<file path="src/hw/rtl/lese_pkg.sv">
// Shared types, constants and helper functions of the segment envelope.
// Depends on nothing; every other file of the block but the table memory imports it.
`timescale 1ns / 1ps

package lese_pkg;

  // Output queue geometry
  localparam int OutDepth = 4;
  localparam int OutPtrW  = $clog2(OutDepth);
  localparam int OutCntW  = $clog2(OutDepth + 1);

  // Fixed-point constants: rates unsigned Q1.30, levels signed Q2.22
  localparam logic [30:0]        RateOne  = 31'h4000_0000;
  localparam logic signed [31:0] RateOneS = 32'sh4000_0000;
  localparam logic signed [31:0] DestMax  = 32'sd8388607;
  localparam logic signed [31:0] DestMin  = -32'sd8388608;

  typedef enum logic [2:0] {
    OpTick      = 3'd0,
    OpKeyDown   = 3'd1,
    OpKeyUp     = 3'd2,
    OpWriteRate = 3'd3,
    OpWriteDest = 3'd4
  } op_e;

  typedef enum logic [2:0] {
    CfgPhases     = 3'd0,
    CfgSuccessors = 3'd1,
    CfgStart      = 3'd2,
    CfgStop       = 3'd3,
    CfgThreshold  = 3'd4
  } cfg_idx_e;

  typedef enum logic [1:0] {
    PhIdle   = 2'd0,
    PhLinear = 2'd1,
    PhExp    = 2'd2
  } phase_e;

  typedef struct packed {
    logic [7:0]  phases;
    logic [7:0]  successors;
    logic [1:0]  start_seg;
    logic [1:0]  stop_seg;
    logic [30:0] threshold;
  } cfg_t;

  localparam cfg_t CfgReset = '{
    phases:     8'd36,
    successors: 8'd0,
    start_seg:  2'd1,
    stop_seg:   2'd2,
    threshold:  31'd1
  };

  // Per-voice state word held in the state memory
  typedef struct packed {
    phase_e             phase;
    logic [1:0]         seg;
    logic [1:0]         succ;
    logic [30:0]        x;
    logic [30:0]        y;
    logic signed [23:0] start;
    logic signed [23:0] cur;
  } voice_state_t;

  typedef struct packed {
    logic [4:0]         voice;
    logic signed [23:0] level;
    logic [1:0]         phase;
  } result_t;

  // Phase of a segment; the unused code reads as idle
  function automatic phase_e phase_of(input logic [7:0] phases, input logic [1:0] s);
    logic [1:0] p;
    p = phases[{s, 1'b0} +: 2];
    unique case (p)
      2'd1:    return PhLinear;
      2'd2:    return PhExp;
      default: return PhIdle;
    endcase
  endfunction

  function automatic logic [1:0] successor_of(input logic [7:0] succs, input logic [1:0] s);
    return succs[{s, 1'b0} +: 2];
  endfunction

  // Clamp a written rate to 0..1.0
  function automatic logic [30:0] sat_rate(input logic signed [31:0] v);
    if (v < 32'sd0) begin
      return '0;
    end else if (v > RateOneS) begin
      return RateOne;
    end
    return v[30:0];
  endfunction

  // Clamp a written destination to the 24-bit level range
  function automatic logic signed [23:0] sat_dest(input logic signed [31:0] v);
    if (v < DestMin) begin
      return DestMin[23:0];
    end else if (v > DestMax) begin
      return DestMax[23:0];
    end
    return v[23:0];
  endfunction

endpackage

</file>
<file path="src/hw/rtl/lese_out_fifo.sv">
// Small result queue that parts the update pipeline from the output port.
// Depends on lese_pkg for the result word and the queue depth.
`timescale 1ns / 1ps

module lese_out_fifo (
  input  logic                           clk_i,
  input  logic                           rst_ni,
  input  logic                           push_i,
  input  lese_pkg::result_t              push_data_i,
  output logic                           pop_valid_o,
  input  logic                           pop_ready_i,
  output lese_pkg::result_t              pop_data_o,
  output logic [lese_pkg::OutCntW-1:0]   fill_o
);
  import lese_pkg::*;

  result_t              slot_q [OutDepth];
  logic [OutPtrW-1:0]   wr_ptr_q, rd_ptr_q;
  logic [OutCntW-1:0]   cnt_q;
  logic                 pop;

  assign pop         = pop_valid_o & pop_ready_i;
  assign pop_valid_o = cnt_q != '0;
  assign pop_data_o  = slot_q[rd_ptr_q];
  assign fill_o      = cnt_q;

  // Store pushed words
  always_ff @(posedge clk_i) begin
    if (push_i) begin
      slot_q[wr_ptr_q] <= push_data_i;
    end
  end

  // Advance pointers and count
  always_ff @(posedge clk_i or negedge rst_ni) begin
    if (!rst_ni) begin
      wr_ptr_q <= '0;
      rd_ptr_q <= '0;
      cnt_q    <= '0;
    end else begin
      if (push_i) begin
        wr_ptr_q <= wr_ptr_q + OutPtrW'(1);
      end
      if (pop) begin
        rd_ptr_q <= rd_ptr_q + OutPtrW'(1);
      end
      cnt_q <= cnt_q + OutCntW'(push_i) - OutCntW'(pop);
    end
  end

endmodule

</file>
<file path="config.mk">
export PLATFORM = sky130hd
export DESIGN_NAME = lese_out_fifo
export DESIGN_NICKNAME = d
export VERILOG_FILES = /design/src/hw/rtl/lese_pkg.sv /design/src/hw/rtl/lese_out_fifo.sv
export SDC_FILE = /design/constraint.sdc
export NUM_CORES = 1
export LEC_CHECK = 0
export BUFFER_PORTS_ARGS = -buffer_cell sky130_fd_sc_hd__buf_2
export CELL_PAD_IN_SITES_DETAIL_PLACEMENT = 0
export CELL_PAD_IN_SITES_GLOBAL_PLACEMENT = 1
export CORE_ASPECT_RATIO = 1.25
export CORE_MARGIN = 10
export CORE_UTILIZATION = 47
export CTS_CLUSTER_SIZE = 40
export DETAILED_ROUTE_END_ITERATION = 7
export PLACE_DENSITY = 0.81
export SLEW_MARGIN = 40
export SYNTH_ARGS = -nofsm -noshare
export SYNTH_HDL_FRONTEND = slang
export SYNTH_SLANG_ARGS = --single-unit
export TNS_END_PERCENT = 100
</file>
<file path="constraint.sdc">
create_clock -name clk_i -period 2.6 [get_ports clk_i]
set_clock_uncertainty 0.05 [all_clocks]
set_input_delay 0.26 -clock clk_i [delete_from_list [all_inputs] [get_ports clk_i]]
set_output_delay 0.26 -clock clk_i [all_outputs]
set_load 0.01 [all_outputs]
</file>
After elaboration in Yosys (flattened, before gate mapping)
Memories as Yosys holds them, arrays and structs flattened.
Cells that the tools add are included.
W data, S select, Z words.
{"block": "op_classes", "n_addsub": 4, "bitwise": 1, "n_reduce_logical": 1, "n_mux": 2}
{"op": "$add A2 B1 Y2 const B", "count": 2}
{"op": "$add A3 B1 Y3", "count": 1}
{"op": "$reduce_bool A3 Y1", "count": 1}
{"op": "$sub A3 B1 Y3", "count": 1}
{"op": "$mux W1", "count": 2}
{"op": "$and A1 B1 Y1", "count": 1}
{"block": "totals", "reg_bits": 7, "word_cells": 12, "memories": 1, "in_bits": 35, "mem_bits_rw": 124}
{"name": "slot_q", "words": 4, "width": 31, "rd": 1, "rd_ports_with_merged_regs": 0, "wr": 1, "line": "lese_out_fifo.sv:17", "rtl": "result_t slot_q [OutDepth];"}

Depth between registers and ports, before layout
{"block": "depth", "word_depth": 3, "mapped_depth": 7}

Worst setup path after synthesis
No wires, ideal clock.
{"block": "synth_path", "kind": "register to register", "start": "reg cnt_q[1] (netlist: fill_o[1])", "end": "reg cnt_q[2] (netlist: fill_o[2])", "arrival_time_ns": 1.852, "path_slack_ns": 0.575, "path_buffers": 0, "required_time_ns": 2.427, "path_stages_with_launch": 8, "cell_sequence": "dfrtp_1 > o31a_1 > ha_1 > inv_1 > ha_1 > fa_1 > xnor2_1 > xnor2_1"}
{"block": "synth_via", "elab_chain_cells": 3, "elab_cells_between_ends": 4}
{"element": "from (decl)", "line": "lese_out_fifo.sv:19", "rtl": "logic [OutCntW-1:0] cnt_q;"}
{"element": "from (signal assigned)", "line": "lese_out_fifo.sv:47", "rtl": "cnt_q <= cnt_q + OutCntW'(push_i) - OutCntW'(pop);"}
{"element": "$reduce_bool A3 Y1", "line": "lese_out_fifo.sv:23", "rtl": "assign pop_valid_o = cnt_q != '0;"}
{"element": "$and A1 B1 Y1", "line": "lese_out_fifo.sv:22", "rtl": "assign pop = pop_valid_o & pop_ready_i;"}
{"element": "net pop", "line": "lese_out_fifo.sv:20", "rtl": "logic pop;"}
{"element": "$sub A3 B1 Y3", "line": "lese_out_fifo.sv:47"}
The timed path passes the listed nets, and every way through them passes these cells.
A chain may end at the register's enable or synchronous reset.

==> impl_results.md <==
* Power, Total at 7.149 mW
* GPL Wtd Cong at 0.6788
* Wire per inst at 19.80 um
* DRC viols at 0
* Outcome: finished, final reports clean
* CTS tree: yes
* Setup_tns at 0 ns
* Clock share of power at 0.323
* Peak supply drop at 0.5357 mV
* Max Clk Rate at 461.6 MHz
* Post-Route WL at 8534 um
* Overall global routing resource usage at 0.1180
* CP required at 2.29 ns
* Placed Instances at 398
* Worst skew pair latency at 0.40 ns
* Fin crit period at 2.166 ns
* ANT cells at 0
* Logic pwr share at 0.269
* Synth-to-Final Area Change at 22.87%
* Pin count of the biggest net entering global routing at 27
* Crit Path Category: register to output port
* Cell area power density at 1184 nW/um^2
* TritonRoute pass-1 iters at 4
* Number of global-route vias before repair at 2534
* Max Cap Violations at 0
* Crit. Startpoint: rd_ptr_q[0]
* Dpl ws at 0.5066 ns
* Layout cells sized above 1 at 0.4801
* Share of power burned in registers at 0.408
* Max_slew headroom at 0.7496
* FF-to-FF End: fill_o[2]
* Sequential cell area fraction in the yosys report at 0.7935
* Distinct cells, synth at 18
* Final hold vios at 0
* Cell Int Power at 5.193 mW
* Crit Path Max Fanout at 18
* Most frequent cells in the layout: 124 x edfxtp_1, 69 x buf_2, 28 x mux4_2
* Ys Warns at 0
* Mapped Cells at 196
* Critical Path AT at 1.86 ns
* Num ports at 70
* Iteration-0 DRC count of the detailed router at 125
* Total CTS buffers at 17
* Reg2Reg Setup Slack at 0.50 ns
* DIE WIDTH at 111.5 um
* Path depth of the worst reg2reg path at 7
* Final setup fails at 0
* Post-DRT Antenna Nets at 0
* Pleak at 2.177 nW
* Hold Path Stages at 1
* Longest Clk Path Bufs at 2
* Post-Syn Area per Cell at 25.07 um^2
* FF+latch count, synth at 131
* Worst Setup Slack, final at 0.4337 ns
* Synthesized net count at 238
* Sw Ratio at 0.2736
* Port buffer count at 69
* DIE AREA at 14970 um^2
* Final HPWL DP at 5881 um
* Clock root cell: clkbuf_16
* Nature of the critical path endpoint: output port
* Final period utilization at 0.8332
* Mapped Area at 4913 um^2
* Net Sw Power at 1.956 mW
* Grt ovf at 0
* CP Launch Type: register
* Nets at 331
* Clock sink count at 131
* Global-route wire length before repair at 13530 um
* Worst hold start: push_data_i[22]
* Worst-path clk slew at 0.06 ns
* HP Class: input pin to register
* Leading cell type in the layout, fill and taps excluded: edfxtp_1
* Hold EP: slot_q[3][22]
* FP Rows at 41
* RSZ-0062 raised after global routing: no
* CTS HTree Levels at 4
* Post-CTS setup buffers at 0
* Antenna violations before repair at 1
* Worst-margin pin slew at 0.3709 ns
* DIE HEIGHT at 134.3 um
* Routed vias/inst at 5.144
* Fin. max-slew vios at 0
* FF-to-FF Start: fill_o[1]
* Core area at 10160 um^2
* Final cell count without fillers at 431
* Initial Utilization at 0.4837
* DR vias at 2217
==> cells in the mapped netlist (all sizes together) <==
cell type | count | area [um^2]
o311ai | 1 | 8.760
mux4 | 31 | 709.4
or3 | 1 | 6.260
xor2 | 2 | 17.52
o21ai | 1 | 5.000
nand2 | 1 | 3.750
ha | 6 | 75.07
fa | 1 | 20.02
xnor2 | 3 | 26.28
o31a | 1 | 8.760
buf | 7 | 86.33
inv | 6 | 22.52
and2 | 4 | 25.02
edfxtp | 124 | 3724
dfrtp | 7 | 175.2
==> worst max-delay path: stages (launching register included) <==
cell     delay [ns]
dfrtp_2        0.35
buf_4          0.33
mux4_1         0.61
buf_2          0.16
==> how the worst max path moves through the flow <==
stage                          endpoint  slack, ns  depth (start not counted)
after floorplan               fill_o[2]       0.57                          7
after global placement        fill_o[2]       0.60                          7
after detailed placement      fill_o[2]       0.51                          7
after CTS                 pop_data_o[0]       0.38                          3
after global routing      pop_data_o[0]       0.34                          3
final                     pop_data_o[0]       0.43                          3
==> stage by stage <==
step | instance area, um^2 | hold slack, ns | util
after CTS | 6037 | 0.01226 | 0.5944
after floorplan | 4913 | -0.08559 | -
after detailed placement | 5435 | 0.05172 | 0.5351
after global placement | 5435 | 0.04655 | 0.5351
after global routing | 6037 | 0.01546 | 0.5944
final | 6037 | 0.02611 | 0.5944
==> state kept, by name (all words and copies together) (netlist names) <==
register,cells
wr_ptr_q,2
slot_q,124
rd_ptr_q,2
fill_o,3
==> metal layers <==
layer	vias to the layer above	wire length, um	global-route usage	share of wire
li1	1013	-	-	-
met1	1139	3089	0.1213	0.36
met2	57	4851	0.2107	0.57
met3	6	531	0.04373	0.062
met4	2	51	0.04936	0.0060
met5	-	10	0	0.0012
==> what timing repair did <==
item	in CTS	in global routing
hold endpoints to repair	7	0
hold buffers	1	0
resized for setup	0	0
==> logic make-up (layout without fill, tap and decap cells) <==
family	after synthesis	in the layout	synth area share
DFF	131	131	0.7935
muxes	31	31	0.1444
buffers and inverters	13	119	0.02215
adders and majority gates	7	7	0.01935
and+or+nand+nor	6	6	0.007129
xor gates and xnor gates	5	5	0.008914
AOI/OAI and AO/OA	3	3	0.004583
==> power groups by stage <==
stage          Clock, mW  Combinational [mW]  Sequential [mW]
4_1_cts             2.35                2.01             2.93
3_3_place_gp           0                1.98             2.93
3_5_place_dp           0                2.00             2.96
2_1_floorplan          0                1.36             2.92
6_report            2.31                1.92             2.92
5_1_grt             2.44                2.11             2.96
==> cell type report <==
cell class	count	area (um^2)
well taps	129	161.4
flip-flops and latches	131	3900
clock inverters	15	166.4
inverters	6	22.52
multi-input cells	52	910.9
fillers	742	4120
clock buffers	17	425.4
repair buffers	81	450.4
Power figures use the tool's default switching activity.
