<file path="config.mk">
export PLATFORM = sky130hd
export DESIGN_NAME = lese_update
export DESIGN_NICKNAME = d
export VERILOG_FILES = /design/src/hw/rtl/lese_pkg.sv /design/src/hw/rtl/lese_update.sv
export SDC_FILE = /design/constraint.sdc
export NUM_CORES = 2
export LEC_CHECK = 0
export BUFFER_PORTS_ARGS = -buffer_cell sky130_fd_sc_hd__buf_2
export CORE_MARGIN = 8
export CORE_UTILIZATION = 30
export DETAILED_ROUTE_END_ITERATION = 12
export GPL_ROUTABILITY_DRIVEN = 0
export GPL_TIMING_DRIVEN = 0
export SLEW_MARGIN = 15
export SYNTH_ARGS = -nofsm -noshare
export SYNTH_HDL_FRONTEND = slang
export SYNTH_SLANG_ARGS = --single-unit
export TNS_END_PERCENT = 50
</file>
<file path="constraint.sdc">
create_clock -name clk_i -period 24.2 [get_ports clk_i]
set_input_delay 7.26 -clock clk_i [delete_from_list [all_inputs] [get_ports clk_i]]
set_output_delay 7.26 -clock clk_i [all_outputs]
set_load 0.1 [all_outputs]
</file>
<file path="src/hw/rtl/lese_pkg.sv">
// Shared types, constants and helper functions of the segment envelope.
// Depends on nothing; every other file of the block but the table memory imports it.
`timescale 1ns / 1ps

package lese_pkg;

  // Output queue geometry
  localparam int OutDepth = 4;
  localparam int OutPtrW  = $clog2(OutDepth);
  localparam int OutCntW  = $clog2(OutDepth + 1);

  // Fixed-point constants: rates unsigned Q1.30, levels signed Q2.22
  localparam logic [30:0]        RateOne  = 31'h4000_0000;
  localparam logic signed [31:0] RateOneS = 32'sh4000_0000;
  localparam logic signed [31:0] DestMax  = 32'sd8388607;
  localparam logic signed [31:0] DestMin  = -32'sd8388608;

  typedef enum logic [2:0] {
    OpTick      = 3'd0,
    OpKeyDown   = 3'd1,
    OpKeyUp     = 3'd2,
    OpWriteRate = 3'd3,
    OpWriteDest = 3'd4
  } op_e;

  typedef enum logic [2:0] {
    CfgPhases     = 3'd0,
    CfgSuccessors = 3'd1,
    CfgStart      = 3'd2,
    CfgStop       = 3'd3,
    CfgThreshold  = 3'd4
  } cfg_idx_e;

  typedef enum logic [1:0] {
    PhIdle   = 2'd0,
    PhLinear = 2'd1,
    PhExp    = 2'd2
  } phase_e;

  typedef struct packed {
    logic [7:0]  phases;
    logic [7:0]  successors;
    logic [1:0]  start_seg;
    logic [1:0]  stop_seg;
    logic [30:0] threshold;
  } cfg_t;

  localparam cfg_t CfgReset = '{
    phases:     8'd36,
    successors: 8'd0,
    start_seg:  2'd1,
    stop_seg:   2'd2,
    threshold:  31'd1
  };

  // Per-voice state word held in the state memory
  typedef struct packed {
    phase_e             phase;
    logic [1:0]         seg;
    logic [1:0]         succ;
    logic [30:0]        x;
    logic [30:0]        y;
    logic signed [23:0] start;
    logic signed [23:0] cur;
  } voice_state_t;

  typedef struct packed {
    logic [4:0]         voice;
    logic signed [23:0] level;
    logic [1:0]         phase;
  } result_t;

  // Phase of a segment; the unused code reads as idle
  function automatic phase_e phase_of(input logic [7:0] phases, input logic [1:0] s);
    logic [1:0] p;
    p = phases[{s, 1'b0} +: 2];
    unique case (p)
      2'd1:    return PhLinear;
      2'd2:    return PhExp;
      default: return PhIdle;
    endcase
  endfunction

  function automatic logic [1:0] successor_of(input logic [7:0] succs, input logic [1:0] s);
    return succs[{s, 1'b0} +: 2];
  endfunction

  // Clamp a written rate to 0..1.0
  function automatic logic [30:0] sat_rate(input logic signed [31:0] v);
    if (v < 32'sd0) begin
      return '0;
    end else if (v > RateOneS) begin
      return RateOne;
    end
    return v[30:0];
  endfunction

  // Clamp a written destination to the 24-bit level range
  function automatic logic signed [23:0] sat_dest(input logic signed [31:0] v);
    if (v < DestMin) begin
      return DestMin[23:0];
    end else if (v > DestMax) begin
      return DestMax[23:0];
    end
    return v[23:0];
  endfunction

endpackage

</file>
<file path="src/hw/rtl/lese_update.sv">
// Two-stage state update: decide and select segment values, then multiply
// and accumulate. Depends on lese_pkg.
`timescale 1ns / 1ps

module lese_update #(
  parameter int SEGMENTS = 4,
  parameter int SW       = 2
) (
  input  logic                      clk_i,
  input  logic                      ld_i,
  input  logic [2:0]                op_i,
  input  lese_pkg::voice_state_t    state_i,
  input  logic [SEGMENTS-1:0][30:0] rate_row_i,
  input  logic [SEGMENTS-1:0][23:0] dest_row_i,
  input  lese_pkg::cfg_t            cfg_i,
  output lese_pkg::voice_state_t    state_o
);
  import lese_pkg::*;

  localparam logic [3:0] SegCount = 4'(SEGMENTS);

  function automatic logic [30:0] rate_lane(input logic [SEGMENTS-1:0][30:0] row,
                                            input logic [1:0] seg);
    logic [3:0] w;
    w = {2'b00, seg};
    if (w < SegCount) begin
      return row[w[SW-1:0]];
    end
    return '0;
  endfunction

  function automatic logic [23:0] dest_lane(input logic [SEGMENTS-1:0][23:0] row,
                                            input logic [1:0] seg);
    logic [3:0] w;
    w = {2'b00, seg};
    if (w < SegCount) begin
      return row[w[SW-1:0]];
    end
    return '0;
  endfunction

  voice_state_t       nx_d, nx_q;
  logic               mul_lvl_d, mul_lvl_q;
  logic               mul_y_d, mul_y_q;
  logic signed [24:0] diff_d, diff_q;
  logic [30:0]        fac_d, fac_q;
  logic [30:0]        y_q;
  logic [30:0]        omr_d, omr_q;

  logic [30:0]        rate_cur;
  logic signed [23:0] dest_cur;
  logic [30:0]        rate_tgt;
  logic               enter;
  logic [1:0]         tgt;

  // Stage one: pick segment values, decide the step, settle non-product fields
  always_comb begin
    rate_cur  = rate_lane(rate_row_i, state_i.seg);
    dest_cur  = $signed(dest_lane(dest_row_i, state_i.seg));
    diff_d    = {dest_cur[23], dest_cur} - {state_i.start[23], state_i.start};
    omr_d     = RateOne - rate_cur;
    nx_d      = state_i;
    mul_lvl_d = 1'b0;
    mul_y_d   = 1'b0;
    fac_d     = state_i.x;
    enter     = 1'b0;
    tgt       = state_i.succ;

    unique case (op_i)
      OpTick: begin
        case (state_i.phase)
          PhLinear: begin
            if (state_i.x < RateOne) begin
              mul_lvl_d = 1'b1;
              nx_d.x    = state_i.x + rate_cur;
            end else begin
              nx_d.cur = dest_cur;
              enter    = 1'b1;
            end
          end
          PhExp: begin
            if (state_i.y > cfg_i.threshold) begin
              mul_lvl_d = 1'b1;
              mul_y_d   = 1'b1;
              fac_d     = RateOne - state_i.y;
            end else begin
              nx_d.cur = dest_cur;
              enter    = 1'b1;
            end
          end
          default: ;
        endcase
      end
      OpKeyDown: begin
        enter = 1'b1;
        tgt   = cfg_i.start_seg;
      end
      OpKeyUp: begin
        enter = 1'b1;
        tgt   = cfg_i.stop_seg;
      end
      default: ;
    endcase

    // Enter the target segment from the level just reached
    rate_tgt = rate_lane(rate_row_i, tgt);
    if (enter) begin
      nx_d.x     = rate_tgt;
      nx_d.y     = RateOne - rate_tgt;
      nx_d.start = nx_d.cur;
      nx_d.phase = phase_of(cfg_i.phases, tgt);
      nx_d.seg   = tgt;
      nx_d.succ  = successor_of(cfg_i.successors, tgt);
    end
  end

  always_ff @(posedge clk_i) begin
    if (ld_i) begin
      nx_q      <= nx_d;
      mul_lvl_q <= mul_lvl_d;
      mul_y_q   <= mul_y_d;
      diff_q    <= diff_d;
      fac_q     <= fac_d;
      y_q       <= state_i.y;
      omr_q     <= omr_d;
    end
  end

  // Stage two: scale the span and shrink the remainder, truncating low bits
  logic signed [56:0] prod_lvl;
  logic [61:0]        prod_y;

  assign prod_lvl = diff_q * $signed({1'b0, fac_q});
  assign prod_y   = y_q * omr_q;

  always_comb begin
    state_o = nx_q;
    if (mul_lvl_q) begin
      state_o.cur = nx_q.start + $signed(prod_lvl[53:30]);
    end
    if (mul_y_q) begin
      state_o.y = prod_y[60:30];
    end
  end

endmodule

</file>
### After elaboration in Yosys (flattened, before gate mapping)

Index checks and enable logic that the tools add are counted.

| storage, ports and cells | value |
|---|---|
| memories | 0 |
| ROM bits | 0 |
| output and inout port bits | 116 |
| latch bits | 0 |
| input bits | 392 |
| register bits after elaboration | 236 |
| bits in writable memories | 0 |

| cells by class | value |
|---|---|
| $lt $le $gt $ge | 4 |
| reductions and logical operators | 3 |
| bitwise gates (word level) | 0 |
| $mul | 2 |
| multiplexer cells | 28 |
| divide/modulo/power cells | 0 |
| shift operators | 2 |
| add/sub/neg operators | 6 |
| eq/ne operators | 6 |

Operators with widths:

| kind | number |
|---|---|
| two-way mux 31 bit | 9 |
| binary-select mux 31 bit (select 2 bit) | 2 |
| two-way mux 24 bit | 5 |
| subtractor 31 bit (first input constant) | 3 |
| two-way mux 92 bit | 1 |
| multiplier 31 x 31 -> 61 bit | 1 |
| multiplier 25 x 32 -> 54 bit | 1 |
| binary-select mux 24 bit (select 2 bit) | 1 |
| one-hot mux 24 bit (2 select lines) | 1 |
| adder 31 bit | 1 |
| > comparator 31 bit | 1 |
| < comparator 31 bit (second input constant) | 1 |
| subtractor 24 x 24 -> 25 bit | 1 |
| adder 24 bit | 1 |
| indexed part select 8 x 4 -> 2 bit | 2 |
| one-hot mux 2 bit (2 select lines) | 2 |
| < comparator 2 x 3 -> 1 bit (second input constant) | 2 |
| one-hot mux 1 bit (2 select lines) | 3 |
| equality test 2 x 1 -> 1 bit (second input constant) | 2 |
| equality test 2 bit (second input constant) | 2 |
| two-way mux 1 bit | 4 |
| equality test 3 x 1 -> 1 bit (second input constant) | 1 |
| equality test 3 x 2 -> 1 bit (second input constant) | 1 |
| zero test 3 bit | 1 |
| other kinds (2) | 2 |

### Logic depth before layout (Yosys ltp)

| depth | value |
|---|---|
| depth after elaboration | 7 |
| mapped depth | 39 |

### Worst setup path after synthesis

Ideal clock, no wire load.

| timing path | value |
|---|---|
| kind | register to output |
| start | register fac_q[24] |
| end | output state_o[23] (netlist bit) |
| arrival | 9.127 ns |
| stages on the path, launching flop included | 37 |
| data required time | 16.940 ns |
| setup slack | 7.813 ns |
| path through | edfxtp_1 > clkbuf_1 > and2_1 > fa_1 > fa_1 > inv_1 > fa_1 > fa_1 > inv_1 > fa_1 > fa_1 > inv_1 > fa_1 > inv_1 > ha_1 > nand3_1 > or3_1 > nor4_1 > a21oi_1 > o21ai_0 > or2_2 > a21oi_1 > nor2b_1 > o21a_1 > nor2_1 > xnor2_1 > ha_1 > o21a_1 > o2bb2ai_1 > o21a_1 > o311a_1 > nor2_1 > a221oi_1 > a21oi_1 > xnor2_1 > a2111o_1 > nand3_1 |

RTL lines:

| item | line | text |
|---|---|---|
| from (decl) | lese_update.sv:46 | `logic [30:0] fac_d, fac_q;` |
| from (signal assigned) | lese_update.sv:123 | `fac_q <= fac_d;` |
| to (decl) | lese_update.sv:16 | `output lese_pkg::voice_state_t state_o` |

==> summary.md <==
| Metric | Value |
|---|---|
| All-layer global routing usage | `between 20% and 30%` |
| Hold crit path type | `in2reg` |
| Synthesized area | `slightly above 70000 µm²` |
| Final worst-path cycle share | `between 80 and 90%` |
| Vias in the first global route | `between 60000 and 70000` |
| Most common cell after layout, fill and taps aside | `inv_1` |
| Multi-input logic area | `between 50000 and 60000 µm²` |
| CP top delay family | `adder cells` |
| Critical path class | `reg2out` |
| Detailed Routing Iterations Pass 1 | `8` |
| Status | `completed` |
| Max-cap violations | `0` |
| Setup violators final | `0` |
| CTS Root Cell | `clkbuf_16` |
| CTS max path bufs | `3` |
| Worst-path clk slew | `around 0.06 ns` |
| Routed Wire Length | `271000 µm` |
| Number of routed nets with antenna violations | `0` |
| Critical Path AT | `~13 ns` |
| Cell Rows | `179` |
| Vias | `57500` |
| CTS tree | `yes` |
| Starting DRC count in detailed routing | `between 4000 and 5000` |
| CTS Hold Bufs | `0` |
| Min-Delay Startpoint | `state_i[6]` |
| CTS-repair resized insts | `0` |
| Postcts setup bufs | `0` |
| Max transition margin | `a little over an eighth` |
| Fillcell total | `roughly 25000` |
| Most Frequent Cell on Critical Path | `fa_1` |
| Post-synth EDFFs | `between 200 and 250` |
| Async set-reset flop share out of synthesis | `0%` |
| Syn. warnings | `0` |
| Synth Instances | `roughly 8000` |
| Top_reg_cell synth | `edfxtp_1` |
| Worst path slowest cell | `edfxtp_1` |
| Synth unique cells | `90` |
| Die Width | `approximately 510 µm` |
| Min Tclk post-route | `roughly 20 ns` |
| Worst EP required | `16.94 ns` |
| Routed WL per cell | `roughly 24 µm` |
| CP Launch Point | `fac_q[25]$_DFFE_PP_` |
| Critical Path End Type | `output port` |
| Least-Margin Pin Slew | `around 1.3 ns` |
| Ports | `a little over 500` |
| Cts bufs inserted | `30` |
| Core box area | `between 200000 and 250000 µm²` |
| Hold Violations, Final | `0` |
| Fin nets | `between 10000 and 15000` |
| Layout area overhead | `10.7%` |
| Largest net degree at the start of global routing | `99` |
| DIE AREA | `~260000 µm²` |
| Syn avg cell area | `9.24 µm²` |
| Seq cells post-synth | `around 240` |
| Vias/cell | `roughly 5.0` |
| Sequential cell area fraction in the yosys report | `roughly a tenth` |
| Syn_nets | `roughly 10000` |
| Input/output buffers | `roughly 500` |
| Critical path peak fanout | `10` |
| Total negative slack | `0 ns` |
| Reg area | `between 7000 and 8000 µm²` |
| DRC | `0` |
| Initial core utilization | `roughly 30%` |
| H-Tree Depth | `1` |
| Pins Over Slew Limit | `0` |
| F_max | `between 50 and 60 MHz` |
| Most frequent cells in the layout | `inv_1 (1699), fa_1 (1501), nand2_1 (1348)` |
| RSZ-0062 raised after global routing | `no` |
| HPWL after detailed placement | `between 200000 and 250000 µm` |
| Layout cells sized above 1 | `10.4%` |
| GRT overflow | `0` |
| Initial antenna violation count | `26` |
| # clock sinks | `around 240` |
| Buf+Inv Stages, Crit Path | `6` |
| Die height | `roughly 500 µm` |
| Startpoint type of the worst setup path | `register` |
| Max stage delay on crit path | `0.69 ns` |
| First-pass GRT wire length | `roughly 400000 µm` |
==> layout make-up <==
cell class	count	area share [%]
Buffer	458	2.56
Antenna cell	30	0.0943
Clock inverter	23	0.300
Timing Repair Buffer	513	3.33
Sequential cell	236	8.90
Clock buffer	32	0.952
Tap cell	3167	4.98
Multi-Input combinational cell	5388	70.9
Inverter	1699	8.01
==> sequential cells by signal, summed over array words and instances (netlist names) <==
signal     flops
diff_q        25
fac_q         31
mul_lvl_q      1
mul_y_q        1
nx_q          55
omr_q         31
state_o       61
y_q           31
==> stage by stage <==
step,worst slack [ns],area (µm²),std cells,hold slack [ns],util (%)
6_report,4.28,79600,11500,6.92,33.4
5_1_grt,3.91,79600,11500,6.91,33.4
4_1_cts,4.17,79600,11500,6.88,33.4
3_5_place_dp,4.94,78600,11500,7.58,33.0
3_3_place_gp,4.99,78400,11500,7.58,32.9
2_1_floorplan,7.81,71900,7781,7.36,-
==> cells in the mapped netlist (all sizes together), types with 11 or more instances <==
cell type	number	area, µm²
edfxtp	236	7090
a22o	25	219
fa	1501	30000
ha	561	7020
and3	13	81.3
nor2	175	657
nand4	24	150
nor4	17	185
nand3	50	260
nand2	1349	5070
nor2b	41	257
nor3	43	220
mux4	55	1240
mux2	122	1380
buf	85	641
inv	1699	6380
a21o	82	616
o21a	21	158
a211oi	16	120
or3	11	78.8
o211ai	13	116
and2	510	3190
a21oi	199	996
o31ai	11	82.6
clkbuf	373	1400
mux2i	46	460
o21bai	11	82.6
o21ai	114	571
nand2b	42	270
xnor2	133	1160
or2	12	75.1
a31oi	27	175
xor2	72	631
==> path summary, 6_finish.rpt <==
path	slack (ns)	cells past startpoint	to
max	4.28	33	state_o[23]
min	6.92	2	nx_q[6]$_DFFE_PP_
==> cells by family after synthesis <==
family	share of synthesized area, %
and+or+nand+nor	15.0
buffers and inverters	11.7
xor gates and xnor gates	2.50
adders and majority gates	51.6
DFF	9.86
AOI/OAI and AO/OA	5.11
muxes	4.28
==> per-layer routing <==
layer | vias to the layer above | track usage [%] | wire, µm
met3 | 692 | 4.46 | 24900
met2 | 3002 | 34.3 | 125000
met5 | - | 0 | 71
li1 | 24600 | - | -
met1 | 29200 | 25.0 | 101000
met4 | 10 | 12.8 | 20900
Power is left out: the tool's default activity adds up to more than one toggle a clock period on the data nets, which glitch-free logic cannot reach.
